<file path="config.mk">
export PLATFORM = sky130hd
export DESIGN_NAME = ktaf_ctrl
export DESIGN_NICKNAME = d
export VERILOG_FILES = /design/src/rtl/ktaf_pkg.sv /design/src/rtl/ktaf_ctrl.sv
export VERILOG_INCLUDE_DIRS = /design/src /design/src/rtl
export SDC_FILE = /design/constraint.sdc
export NUM_CORES = 1
export LEC_CHECK = 0
export BUFFER_PORTS_ARGS = -buffer_cell sky130_fd_sc_hd__buf_4
export CAP_MARGIN = 20
export CORE_AREA = 2 2 39 41
export DETAILED_ROUTE_END_ITERATION = 12
export DIE_AREA = 0 0 41 43
export PLACE_DENSITY = 0.69
export SLEW_MARGIN = 20
export SYNTH_ARGS = -nofsm -noshare
export SYNTH_HDL_FRONTEND = slang
export SYNTH_SLANG_ARGS = --single-unit
</file>
<file path="constraint.sdc">
create_clock -name clk -period 1.27 [get_ports clk]
set_input_delay 0.127 -clock clk [delete_from_list [all_inputs] [get_ports clk]]
set_output_delay 0.127 -clock clk [all_outputs]
set_load 0.005 [all_outputs]
</file>
<file path="src/rtl/assert_macros.svh">
// Assertion macros shared by the filter's RTL files.
`ifndef ASSERT_MACROS_SVH
`define ASSERT_MACROS_SVH
// Same-cycle implication, clocked on clk and disabled in reset.
`define KTAF_ASSERT_IMP(label, ante, cons) \
	label: assert property (@(posedge clk) disable iff (!arst_n) (ante) |-> (cons)) \
		else $error("assertion failed");
// Next-cycle implication, clocked on clk and disabled in reset.
`define KTAF_ASSERT_NXT(label, ante, cons) \
	label: assert property (@(posedge clk) disable iff (!arst_n) (ante) |=> (cons)) \
		else $error("assertion failed");
`endif

</file>
<file path="src/rtl/ktaf_pkg.sv">
// Package with types, constants and helpers for the Kalman tilt filter.
package ktaf_pkg;
	localparam int unsigned NUM_AXES_DEF = 2;
	localparam int unsigned IDX_W = 2;
	localparam int unsigned DATA_W = 32;
	localparam int unsigned NUM_W = 62;

	localparam logic [31:0] DT_RST = 32'd5368709;
	localparam logic [31:0] QA_RST = 32'd1073742;
	localparam logic [31:0] QG_RST = 32'd3221225;
	localparam logic [31:0] R_RST = 32'd536870912;
	localparam logic signed [31:0] ONE_Q30 = 32'sd1073741824;

	typedef enum logic [IDX_W-1:0] {
		REG_DT = 2'd0,
		REG_QA = 2'd1,
		REG_QG = 2'd2,
		REG_R = 2'd3
	} ktaf_reg_t;

	// Multiply operations, in the order the sequencer issues them.
	typedef enum logic [3:0] {
		OP_ANG = 4'd0,
		OP_P00 = 4'd1,
		OP_P01 = 4'd2,
		OP_QG = 4'd3,
		OP_C00 = 4'd4,
		OP_C01 = 4'd5,
		OP_C10 = 4'd6,
		OP_C11 = 4'd7,
		OP_ANGC = 4'd8,
		OP_BIASC = 4'd9
	} ktaf_op_t;

	// Commands from the controller to the datapath.
	typedef struct packed {
		logic load;
		logic pre;
		logic mul_en;
		logic wb_en;
		ktaf_op_t op;
		logic setup;
		logic div_start;
		logic finish;
	} ktaf_cmd_t;

	// Status from the datapath to the controller.
	typedef struct packed {
		logic div_done;
	} ktaf_sts_t;

	// Sign extension of a 32-bit value to the working width.
	function automatic logic signed [39:0] sx(input logic [31:0] x);
		sx = {{8{x[31]}}, x};
	endfunction

	// Saturation of a working value to signed 32 bits.
	function automatic logic [31:0] sat32(input logic signed [39:0] x);
		if (x > 40'sd2147483647) begin
			sat32 = 32'h7fff_ffff;
		end else if (x < -40'sd2147483648) begin
			sat32 = 32'h8000_0000;
		end else begin
			sat32 = x[31:0];
		end
	endfunction
endpackage

</file>
<file path="src/rtl/ktaf_ctrl.sv">
// Controller: sequences load, predict, gain division, correction and result.
`include "assert_macros.svh"
module ktaf_ctrl (
	input logic clk,
	input logic arst_n,
	input logic in_valid,
	output logic in_ready,
	output logic out_valid,
	input logic out_ready,
	input ktaf_pkg::ktaf_sts_t sts,
	output ktaf_pkg::ktaf_cmd_t cmd
);
	import ktaf_pkg::*;

	typedef enum logic [2:0] {
		S_IDLE,
		S_PRE,
		S_MUL,
		S_WB,
		S_SETUP,
		S_DIV,
		S_DONE
	} state_t;

	state_t state_q;
	ktaf_op_t op_q;
	logic out_valid_q;
	logic accept;
	logic finish;

	assign in_ready = (state_q == S_IDLE);
	assign accept = in_valid && in_ready;
	assign finish = (state_q == S_DONE) && (!out_valid_q || out_ready);

	// Commands decoded from the state.
	always_comb begin
		cmd = '0;
		cmd.op = op_q;
		cmd.load = accept;
		cmd.pre = (state_q == S_PRE);
		cmd.mul_en = (state_q == S_MUL);
		cmd.wb_en = (state_q == S_WB);
		cmd.setup = (state_q == S_SETUP);
		cmd.div_start = (state_q == S_SETUP);
		cmd.finish = finish;
	end

	// Sequencer and result valid flag.
	always_ff @(posedge clk or negedge arst_n) begin
		if (!arst_n) begin
			state_q <= S_IDLE;
			op_q <= OP_ANG;
			out_valid_q <= 1'b0;
		end else begin
			if (finish) begin
				out_valid_q <= 1'b1;
			end else if (out_ready) begin
				out_valid_q <= 1'b0;
			end
			unique case (state_q)
				S_IDLE: begin
					if (accept) begin
						state_q <= S_PRE;
					end
				end
				S_PRE: begin
					op_q <= OP_ANG;
					state_q <= S_MUL;
				end
				S_MUL: state_q <= S_WB;
				S_WB: begin
					priority if (op_q == OP_QG) begin
						state_q <= S_SETUP;
					end else if (op_q == OP_BIASC) begin
						state_q <= S_DONE;
					end else begin
						op_q <= ktaf_op_t'(op_q + 4'd1);
						state_q <= S_MUL;
					end
				end
				S_SETUP: state_q <= S_DIV;
				S_DIV: begin
					if (sts.div_done) begin
						op_q <= OP_C00;
						state_q <= S_MUL;
					end
				end
				S_DONE: begin
					if (finish) begin
						state_q <= S_IDLE;
					end
				end
				default: state_q <= S_IDLE;
			endcase
		end
	end

	assign out_valid = out_valid_q;

	`KTAF_ASSERT_NXT(a_finish_valid, finish, out_valid_q)
	`KTAF_ASSERT_IMP(a_done_in_div, sts.div_done, state_q == S_DIV)
	`KTAF_ASSERT_NXT(a_accept_pre, accept, state_q == S_PRE)
endmodule

</file>
# After elaboration in Yosys (flattened, before gate mapping)
# Index checks and enable logic that the tools add are counted.
[op_classes]
add_sub_neg = 1
bitwise = 0
order_cmp = 0
n_reduce_logical = 9
shifts = 0
n_mux = 12
eq_ne = 13
mul = 0
div_mod_pow = 0
[op_table]
columns = ["cell", "count"]
rows = [
  ["$pmux 3 s7", 1],
  ["$mux 3", 5],
  ["$mux 4", 3],
  ["$pmux 4 s3", 1],
  ["$eq 3x3->1 const B", 3],
  ["$ne 2x2->1 const B", 4],
  ["$eq 3x2->1 const B", 2],
  ["$add 4x1->4 const B", 1],
  ["$eq 4x2->1 const B", 1],
  ["$eq 4x4->1 const B", 1],
  ["$reduce_and 4->1", 1],
  ["$eq 3x1->1 const B", 1],
  ["$logic_not 3->1", 1],
  ["$reduce_and 3->1", 1],
  ["$reduce_bool 3->1", 1],
  ["$logic_and 1x1->1", 2],
  ["$mux 1", 2],
  ["$ne 2x1->1 const B", 1],
  ["$reduce_bool 2->1", 1],
  ["$logic_not 1->1", 1],
  ["$logic_or 1x1->1", 1],
]
[word_totals]
out_inout_bits = 13
in_bits = 5
ram_bits = 0
mem_count = 0
latch_bits = 0
register_bits = 8
rom_bits = 0

# Logic depth before layout (Yosys ltp)
# Gate-level depths: netlist of the first run.
[logic_depth]
depth_word = 5
ltp_mapped = 5

# Least setup slack after synthesis of the first run
# Ideal clock, no wire load.
[synth_timing]
kind = "register to register"
from = "reg op_q[0]"
to = "reg op_q[2]"
synth_period_minus_slack_ns = 1.318
path_stages_with_launch = 5
arrival_time_ns = 1.195
n_path_buf = 0
slack_ns = -0.048
t_required_ns = 1.147
cell_sequence = "dfrtp_1 > ha_1 > mux2i_1 > o221a_2 > o221a_2"
[synth_between]
elab_chain_len = 4
elab_cells_between_ends = 9
cone_classes = "1 x add/sub; 4 x eq/ne; 3 x mux; 1 x reduce/logical"
[synth_rtl]
columns = ["element", "line", "text"]
rows = [
  ["from (decl)", "ktaf_ctrl.sv:26", "ktaf_op_t op_q;"],
  ["from (signal assigned)", "ktaf_ctrl.sv:77", "op_q <= ktaf_op_t'(op_q + 4'd1);"],
  ["$add 4x1->4", "ktaf_ctrl.sv:77", ""],
  ["$mux 4", "ktaf_ctrl.sv:74", "end else if (op_q == OP_BIASC) begin"],
  ["$mux 4", "ktaf_ctrl.sv:72", "priority if (op_q == OP_QG) begin"],
  ["$pmux 4 s3", "ktaf_ctrl.sv:60", "unique case (state_q)"],
]
# Several ways; a longest one is shown, not always the timed one. The select of a mux whose other input is x is not followed.
# A chain may end at the register's enable or synchronous reset.

# Final worst setup path of the first run
[layout_timing]
from = "reg op_q[1]"
to = "reg op_q[2]"
# The elaborated chain is that of the path after synthesis.

==> flow_summary.rst, run 1 <==
.. list-table::
   :header-rows: 1

   * - Metric
     - Value
   * - Outcome
     - finished with violations
   * - Failing checks
     - setup timing
   * - Worst path slowest cell
     - dfrtp_1
   * - Vias in the first global route
     - 579
   * - Initial cell density of the core
     - 38.7%
   * - Net count reported at finish
     - 104
   * - Number of antenna violations at the first check in global routing
     - 0
   * - Clock Latency Late Sink
     - 260 ps
   * - Post-Route WL
     - 1.78 mm
   * - Synth unique cells
     - 25
   * - Max VDD drop
     - 1330 µV
   * - Number of standard-cell rows in the floorplan
     - 14
   * - CTS tree
     - yes
   * - Library cell appearing most often on the critical path
     - o221a_4
   * - Pre-CTS WS
     - -73.5 ps
   * - Yosys warning count
     - 0
   * - Length of the first detailed-routing pass in iterations
     - 4
   * - Final setup skew
     - 6.64 ps
   * - Net switching power
     - 0.938 mW
   * - Root buf cell
     - clkbuf_4
   * - Number of nets in the synthesized netlist
     - 65
   * - Placed wire-length estimate after detailed placement
     - 946 µm
   * - Core region area
     - 1380 µm²
   * - Max-slew violations
     - 0
   * - Number of DRC violations after detailed-routing iteration 0
     - 15
   * - Flop pwr share
     - 22.4%
   * - Clock tree sinks
     - 8
   * - Share of power burned in the clock network
     - 8.8%
   * - Part of the Yosys area used for sequential elements
     - 37.4%
   * - Placer Congestion
     - 0.866
   * - Worst setup slack after layout
     - -72.2 ps
   * - Crit path required time
     - 1410 ps
   * - Count of antenna diodes in the layout
     - 0
   * - Number of routed nets with antenna violations
     - 0
   * - Total standard cell area after synthesis
     - 536 µm²
   * - Xor-xnor portion of the synthesized cell area
     - 0%
   * - Worst setup SP type
     - flip-flop
   * - H-tree levels
     - 1
   * - Routed wire length per instance
     - 16.1 µm
   * - Clock-pin slew on the worst setup and hold paths
     - 60 ps
   * - CP max FO
     - 3
   * - Multiplexer area fraction after synthesis
     - 5.61%
   * - Synth Area in Compound Gates
     - 19.9%
   * - Largest stage delay on the critical path
     - 430 ps
   * - Crit path buffers/inverters
     - 1
   * - Cell-internal power
     - 1.38 mW
   * - Die footprint
     - 1760 µm²
   * - Maximum number of pins on one net before global-route repair
     - 9
   * - Fraction of layout cells with a size suffix above 1
     - 68.4%
   * - Post-synthesis instance total
     - 58
   * - RSZ-0062 raised after global routing
     - true
   * - Buffer depth of the longest clock path
     - 2
   * - Number of CTS-inserted buffers
     - 3
   * - Register bit total from synthesis
     - 8
   * - Minimum period implied by the final worst setup slack
     - 1340 ps
   * - Type of destination of the critical path
     - flip-flop
   * - Fraction of power spent switching nets
     - 40.4%
   * - Sum Neg Setup Slack
     - -191 ps
   * - Max cap viols
     - 0
   * - Width of the die
     - 41 µm
   * - Number of buffer cells added on primary ports
     - 17
   * - Post-detailed-route via-to-cell ratio
     - 5.28
   * - Count of endpoints failing setup in the final report
     - 5
   * - Mean instance size in the synthesized netlist
     - 9.23 µm²
   * - Kind of path behind the tightest hold check
     - input pin to flip-flop
   * - Pwr/cell area
     - 2370 nW/µm²
   * - Area added between synthesis and finish
     - 82.7%
   * - # fillers
     - 98
   * - Global-route wire length before repair
     - 2.66 mm
   * - Die Y-Extent
     - 43 µm
   * - Top-Level Pins
     - 18
   * - Overall track demand over capacity in global routing
     - 22.2%
   * - Via count
     - 586
   * - Dominant combinational cell family by area after synthesis
     - simple AND/OR/NAND/NOR gates
   * - Final clock period utilization by the worst path
     - 106%
   * - Count of final hold-check violations
     - 0
   * - Transition at the pin with the smallest max-transition slack
     - 285 ps
   * - Area fraction in and, or, nand and nor cells after synthesis
     - 22.0%
   * - Class of the most critical setup path
     - flip-flop to flip-flop
   * - Leakage power summed over all cells
     - 0.450 nW
   * - Max frequency
     - 745 MHz
   * - Combinational group share of total power
     - 68.8%
   * - Worst relative slew slack
     - 81.0%
   * - Total gr overflow
     - 0
   * - Critical path cell sequence
     - inv_2 > ha_4 > mux2i_4 > o221a_4 > o221a_4
   * - Kind of cell with the highest combined delay on the critical path
     - compound AO/OA/AOI/OAI gates
   * - DRC violations left
     - 0
   * - Arithmetic-cell share of the synthesized area counting full adders, half adders and majority gates
     - 4.67%
   * - Arrival time at the worst endpoint
     - 1480 ps
## power groups by stage
| stage | clock network, mW | logic [mW] | registers [mW] |
|---|---|---|---|
| floorplan | 0 | 0.511 | 0.460 |
| global placement | 0 | 0.905 | 0.464 |
| detailed placement | 0 | 0.920 | 0.464 |
| CTS | 0.206 | 1.37 | 0.507 |
| global route | 0.221 | 1.70 | 0.532 |
| finish | 0.204 | 1.60 | 0.520 |
## flip-flops by register name, summed over array words and instances, names as in the netlist
register,cells
out_valid,1
op_q,4
state_q,3
## path summary, 6_finish.rpt
kind / from / to / slack, ps / cells after the start
min: sts / state_q[0] / 170 / 4
min reg2reg: out_valid / out_valid / 570 / 2
max reg2reg: op_q[1] / op_q[2] / -70 / 5
max in group asynchronous: arst_n / op_q[0] / 900 / 2
max: op_q[1] / op_q[2] / -70 / 5
min in group asynchronous: arst_n / op_q[3] / 220 / 2
## tightest hold or removal path: cells and delay by family
kind | cells | cell delay, ps
AO/OA/AOI/OAI | 2 | 110
buffers and inverters | 1 | 100
AND/OR/NAND/NOR | 1 | 50
## cell usage in the layout (no fill, tap or decap), types with 2 or more instances in the layout
cell type	synthesis	routed
buf_6	1	6
o21ai_0	6	5
a21oi_1	3	3
nor2_2	0	2
dfrtp_1	8	4
nand2b_1	3	3
nor2_1	4	2
dfrtp_2	0	4
nand2_1	3	2
buf_4	4	32
inv_2	0	2
mux2i_1	3	2
clkbuf_4	0	3
o221a_4	0	2
ha_4	0	2
## synth_stat cells (all sizes together)
cell,instances,area (µm²)
ha,2,25.0
a21o,1,7.51
nor4bb,1,10.0
and3b,1,10.0
nor3,3,15.0
or3,1,6.26
a211oi,1,7.51
inv,4,15.0
nand3,1,5.00
o22ai,1,6.26
a31o,1,8.76
dfrtp,8,200
nand2b,4,32.5
nor2b,1,6.26
mux2i,3,30.0
a21oi,3,15.0
buf,5,41.3
o21ai,6,30.0
a221oi,1,8.76
nand2,3,11.3
o221a,2,22.5
nor2,4,15.0
and2,1,6.26
## routing by layer
| layer | part of all wire (%) | up-vias | track usage [%] |
|---|---|---|---|
| met4 | 0.78 | 0 | 10.0 |
| met2 | 54 | 17 | 35.6 |
| met1 | 43 | 281 | 27.6 |
| li1 | - | 286 | - |
| met3 | 2.4 | 2 | 3.66 |
| met5 | 0 | - | 0 |
## through the flow
step	instances	utilization, %	power, mW	hold WS, ps	cell area [µm²]
after floorplan	58	-	0.971	-169	538
after CTS	108	66.3	2.08	157	917
after detailed placement	93	50.4	1.38	-45.0	697
final	111	70.7	2.32	171	978
after global routing	111	70.7	2.45	187	978
after global placement	93	50.4	1.37	-44.3	697
## cell type report
| class | count | area, µm² | share of cell area [%] |
|---|---|---|---|
| Clock buffer | 3 | 22.5 | 2.30 |
| Inverter | 4 | 17.5 | 1.79 |
| Multi-Input combinational cell | 41 | 395 | 40.4 |
| Sequential cell | 8 | 205 | 21.0 |
| Tap cell | 16 | 20.0 | 2.05 |
| Timing Repair Buffer | 39 | 318 | 32.5 |
## cells by family after synthesis
kind of cell,after synthesis
adder cells (fa/ha/maj),2
flip-flops,8
AO/OA/AOI/OAI,16
multiplexers,3
buffers and inverters,9
AND/OR/NAND/NOR,20
## repair_timing
action	CTS	global route
hold buffers	1	0
resized for setup	24	10
pin swaps	5	4
endpoints found under the setup margin	10	14
endpoints found under the hold margin	8	0
buffers inserted	12	3
(Power assumes the default switching activity.)
==> run 2, diff against run 1 <==
Clock period 1.27 ns to 1.17 ns, I/O delays scaled along.
==> run 2 against run 1 <==
Effect of this change: the flow still finishes with violations (setup timing); non-clock buffer count up 5; wire length rose by 18%; utilization grew 9.9 points; final area up 14%; sequential cell count did not move; power increased by 25%; worst setup slack worse by 140 ps; clock skew down 1.8 ps; sequential share of layout area fell by 2.6 points; first-iteration DRC count shrank 60%; largest cell class unchanged.
==> flow_summary.rst, run 2 (synthesis results as in run 1) <==
.. list-table::
   :header-rows: 1

   * - Metric
     - Value
   * - Count of endpoints failing setup in the final report
     - 14
   * - Clock Latency Late Sink
     - 260 ps
   * - Max VDD drop
     - 1580 µV
   * - Top-Level Pins
     - 18
   * - Placer Congestion
     - 0.758
   * - Vias in the first global route
     - 624
   * - Count of antenna diodes in the layout
     - 0
   * - Initial cell density of the core
     - 38.7%
   * - Met2 global-route usage
     - 41.3%
   * - Final setup skew
     - 4.86 ps
   * - Max-slew violations
     - 0
   * - Worst setup slack after layout
     - -210 ps
   * - Overall track demand over capacity in global routing
     - 26.8%
   * - Number of routed nets with antenna violations
     - 0
   * - Net switching power
     - 1.18 mW
   * - Top library cells by usage in the layout, fill and taps aside
     - buf_4, buf_6, o21ai_0
   * - Root buf cell
     - clkbuf_4
   * - CTS tree
     - yes
   * - DRC violations left
     - 0
   * - Number of DRC violations after detailed-routing iteration 0
     - 6
   * - Most common cell after layout, fill and taps aside
     - buf_4
   * - Share of power burned in the clock network
     - 7.6%
   * - Outcome
     - finished with violations
   * - Flop pwr share
     - 20.1%
   * - Length of the first detailed-routing pass in iterations
     - 4
   * - Number of antenna violations at the first check in global routing
     - 0
   * - Die Y-Extent
     - 43 µm
   * - Met3 track demand over resource in global routing
     - 9.42%
   * - Cell area after layout
     - 1110 µm²
   * - Net count reported at finish
     - 109
   * - Max frequency
     - 725 MHz
   * - Pwr/cell area
     - 2590 nW/µm²
   * - Routed wire length per instance
     - 18.2 µm
   * - Type of destination of the critical path
     - output pin
   * - H-tree levels
     - 1
   * - Failing checks
     - setup timing
   * - Number of flip-flops in the largest register
     - 4
   * - Placed wire-length estimate after detailed placement
     - 996 µm
   * - Clock tree sinks
     - 8
   * - Fraction of layout cells with a size suffix above 1
     - 73.0%
   * - Transition at the pin with the smallest max-transition slack
     - 334 ps
   * - Worst setup SP type
     - flip-flop
   * - Buffer depth of the longest clock path
     - 2
   * - Max cap viols
     - 0
   * - Die footprint
     - 1760 µm²
   * - Combinational group share of total power
     - 72.3%
   * - Number of buffer cells added on primary ports
     - 17
   * - Count of final hold-check violations
     - 0
   * - Number of CTS-inserted buffers
     - 3
   * - Met1 Resource Use GR
     - 32.5%
   * - Width of the die
     - 41 µm
   * - Core region area
     - 1380 µm²
   * - Post-Route WL
     - 2.11 mm
   * - Global-route layer with the greatest usage
     - met2
   * - Arrival time at the worst endpoint
     - 1260 ps
   * - Register name with the most flops
     - op_q
   * - Global-route wire length before repair
     - 2.98 mm
   * - Final clock period utilization by the worst path
     - 118%
   * - Leakage power summed over all cells
     - 0.499 nW
   * - Crit path required time
     - 1050 ps
   * - Total gr overflow
     - 0
   * - Placed standard-cell area
     - 757 µm²
   * - CP max FO
     - 6
   * - Class of the most critical setup path
     - flip-flop to output pin
   * - Minimum period implied by the final worst setup slack
     - 1380 ps
   * - Post-detailed-route via-to-cell ratio
     - 5.51
   * - Maximum number of pins on one net before global-route repair
     - 9
   * - Sum Neg Setup Slack
     - -2120 ps
   * - Clock-pin slew on the worst setup and hold paths
     - 60 ps
   * - Area added between synthesis and finish
     - 108%
   * - Number of standard-cell rows in the floorplan
     - 14
   * - Via count
     - 639
   * - RSZ-0062 raised after global routing
     - true
   * - Cell-internal power
     - 1.71 mW
   * - Fraction of power spent switching nets
     - 40.9%
   * - Worst relative slew slack
     - 77.6%
   * - # fillers
     - 79
   * - Kind of path behind the tightest hold check
     - input pin to flip-flop
## run 2: what timing repair did
item,in CTS,in global routing
setup endpoints to repair,14,17
pin swaps,6,5
hold buffers,1,0
setup buffers,9,4
gates resized for setup,39,19
cloned,0,0
hold endpoints to repair,8,0
## run 2: through the flow
stage	total power, mW	hold slack [ps]	utilization (%)	instances	setup WS, ps
after floorplan	1.05	-179	-	58	-143
after global placement	1.64	-56.2	54.7	101	-131
after detailed placement	1.65	-55.8	54.7	101	-161
after CTS	2.49	163	74.2	114	-165
after global routing	3.05	178	80.6	116	-243
final	2.89	164	80.6	116	-210
## run 2: final timing paths
kind	start	end	slack [ps]	depth (start not counted)
max in group asynchronous	arst_n	state_q[0]	820	2
max	state_q[1]	cmd[10]	-210	4
min in group asynchronous	arst_n	op_q[2]	210	2
max reg2reg	op_q[1]	op_q[0]	-200	5
min reg2reg	out_valid	out_valid	660	2
min	sts	state_q[0]	160	4
## run 2: area by class of cell
class | instances | area [µm²] | share of cell area, %
Multi-Input combinational cell | 41 | 445 | 40.0
Timing Repair Buffer | 44 | 404 | 36.3
Sequential cell | 8 | 205 | 18.4
Clock buffer | 3 | 22.5 | 2.02
Tap cell | 16 | 20.0 | 1.80
Inverter | 4 | 17.5 | 1.57
## run 2: worst max-delay path, stage by stage (launching register included)
cell	delay, ps
dfrtp_2	470
buf_6	150
nor3_4	120
and2_4	170
buf_6	80
## run 2: power groups by stage
stage / combinational (mW) / sequential (mW) / clock [mW]
after floorplan: 0.555 / 0.499 / 0
after global placement: 1.12 / 0.517 / 0
after detailed placement: 1.13 / 0.524 / 0
after CTS: 1.72 / 0.545 / 0.216
after global routing: 2.21 / 0.592 / 0.246
final: 2.09 / 0.581 / 0.220
## run 2: metal layers
layer  wire length [µm]  share of wire, %
met2               1080                51
met1                876                42
met3                120               5.7
met5                  0                 0
met4                 32               1.5
==> run 3, diff against run 2 <==
Settings changed: CORE_AREA 2 2 39 41 to 2 2 40 42, DIE_AREA 0 0 41 43 to 0 0 42 44, PLACE_DENSITY 0.69 to not set, PLACE_DENSITY_LB_ADDON set to 0.15.
==> run 3 against run 2 <==
Effect of this change: the run still ends with setup timing left; die area increased by 4.8%; fmax rose by 2.1%; first-iteration DRC count is 50% lower; sequential power fell by 6.9%; worst hold slack improved by 27 ps; clock-buffer cell count unchanged; wire length shrank 31%; critical path type is now flip-flop to flip-flop; largest power group unchanged; highest routed layer unchanged.
==> flow_summary.rst, run 3 (synthesis results as in run 1) <==
.. list-table::
   :header-rows: 1

   * - Metric
     - Value
   * - Fraction of layout cells with a size suffix above 1
     - 66.3%
   * - Max-slew violations
     - 0
   * - Pre-CTS WS
     - -147 ps
   * - Post-layout utilization of the core
     - 68.3%
   * - Number of standard-cell rows in the floorplan
     - 14
   * - Number of antenna violations at the first check in global routing
     - 0
   * - Worst setup SP type
     - flip-flop
   * - Via count
     - 556
   * - Met1 Resource Use GR
     - 19.5%
   * - Area added between synthesis and finish
     - 80.8%
   * - Minimum period implied by the final worst setup slack
     - 1350 ps
   * - Worst setup slack after layout
     - -181 ps
   * - DRC violations left
     - 0
   * - Die Y-Extent
     - 44 µm
   * - Number of DRC violations after detailed-routing iteration 0
     - 3
   * - Initial cell density of the core
     - 37.7%
   * - Transition at the pin with the smallest max-transition slack
     - 242 ps
   * - Number of buffer cells added on primary ports
     - 17
   * - Final clock period utilization by the worst path
     - 115%
   * - Sum Neg Setup Slack
     - -1390 ps
   * - Core region area
     - 1420 µm²
   * - Cell-internal power
     - 1.43 mW
   * - Post-Place Cells
     - 97
   * - Arrival time at the worst endpoint
     - 1490 ps
   * - Count of endpoints failing setup in the final report
     - 15
   * - Buffer depth of the longest clock path
     - 2
   * - Clock Latency Late Sink
     - 250 ps
   * - CTS tree
     - yes
   * - Crit path required time
     - 1310 ps
   * - Leakage power summed over all cells
     - 0.444 nW
   * - Post-Route WL
     - 1.46 mm
   * - H-tree levels
     - 1
   * - Placer Congestion
     - 0.784
   * - Top-Level Pins
     - 18
   * - Overall track demand over capacity in global routing
     - 17.5%
   * - Maximum number of pins on one net before global-route repair
     - 9
   * - Fraction of power spent switching nets
     - 39.0%
   * - Final Power
     - 2.34 mW
   * - Most common cell after layout, fill and taps aside
     - buf_4
   * - Top library cells by usage in the layout, fill and taps aside
     - buf_4, buf_6, o21ai_0
   * - CP max FO
     - 3
   * - Worst relative slew slack
     - 83.6%
   * - Final setup skew
     - 1.65 ps
   * - Type of destination of the critical path
     - flip-flop
   * - RSZ-0062 raised after global routing
     - true
   * - Clock-pin slew on the worst setup and hold paths
     - 50 ps
   * - Die footprint
     - 1850 µm²
   * - Max frequency
     - 740 MHz
   * - Failing checks
     - setup timing
   * - Outcome
     - finished with violations
   * - Count of antenna diodes in the layout
     - 0
   * - Share of power burned in the clock network
     - 8.6%
   * - Pwr/cell area
     - 2420 nW/µm²
   * - Register name with the most flops
     - op_q
   * - Global-route layer with the greatest usage
     - met2
   * - Placed standard-cell area
     - 727 µm²
   * - Flop pwr share
     - 23.1%
   * - Net count reported at finish
     - 101
   * - Root buf cell
     - clkbuf_4
   * - Cell area after layout
     - 968 µm²
   * - Post-detailed-route via-to-cell ratio
     - 5.15
   * - Number of flip-flops in the largest register
     - 4
   * - Kind of path behind the tightest hold check
     - input pin to flip-flop
   * - Clock tree sinks
     - 8
   * - Net switching power
     - 0.915 mW
   * - Class of the most critical setup path
     - flip-flop to flip-flop
   * - Met3 track demand over resource in global routing
     - 7.50%
   * - Global-route wire length before repair
     - 2.35 mm
   * - Max cap viols
     - 0
   * - Length of the first detailed-routing pass in iterations
     - 3
   * - Vias in the first global route
     - 568
   * - Post-layout instance count excluding filler cells
     - 108
   * - Count of final hold-check violations
     - 0
   * - Max VDD drop
     - 1480 µV
   * - Number of routed nets with antenna violations
     - 0
   * - Placed wire-length estimate after detailed placement
     - 968 µm
   * - Width of the die
     - 42 µm
   * - Routed wire length per instance
     - 13.5 µm
   * - Combinational group share of total power
     - 68.4%
   * - Met2 global-route usage
     - 30.0%
   * - Hold_ws
     - 191 ps
   * - Total gr overflow
     - 0
   * - Number of CTS-inserted buffers
     - 3
==> run 3: layout make-up <==
| cell class | instances | area, µm² |
|---|---|---|
| Timing Repair Buffer | 36 | 314 |
| Fill cell | 103 | 450 |
| Sequential cell | 8 | 204 |
| Multi-Input combinational cell | 41 | 390 |
| Inverter | 4 | 17.5 |
| Tap cell | 16 | 20.0 |
| Clock buffer | 3 | 22.5 |
==> run 3: final timing paths <==
path                         endpoint       from  slack (ps)  depth (start not counted)
max                           op_q[2]    op_q[1]        -180                          5
min                        state_q[0]        sts         190                          4
min in group asynchronous     op_q[2]     arst_n         220                          2
max in group asynchronous  state_q[2]     arst_n         800                          2
max reg2reg                   op_q[2]    op_q[1]        -180                          5
min reg2reg                 out_valid  out_valid         560                          2
==> run 3: repair_timing <==
action	in CTS	in global routing
resized for setup	23	14
gates cloned	0	0
setup buffers	4	3
pin swaps	5	3
hold buffers	1	0
setup endpoints to repair	14	14
hold endpoints to repair	8	0
==> run 3: power groups by stage <==
stage	registers (mW)	clock network [mW]	logic, mW
6_report	0.541	0.201	1.60
5_1_grt	0.561	0.232	1.72
4_1_cts	0.522	0.214	1.33
3_5_place_dp	0.499	0	1.05
3_3_place_gp	0.500	0	1.05
2_1_floorplan	0.499	0	0.555
==> run 3: critical path: stages (launching register included) <==
cell	delay [ps]
dfrtp_1	430
inv_2	100
ha_4	140
mux2i_4	80
o221a_4	260
o221a_2	240
==> run 3: per-layer routing <==
metal	vias to the layer above	routed length [µm]	share of wire [%]
li1	277	-	-
met4	0	9	0.62
met3	2	72	4.9
met5	-	0	0
met2	11	775	53
met1	266	599	41
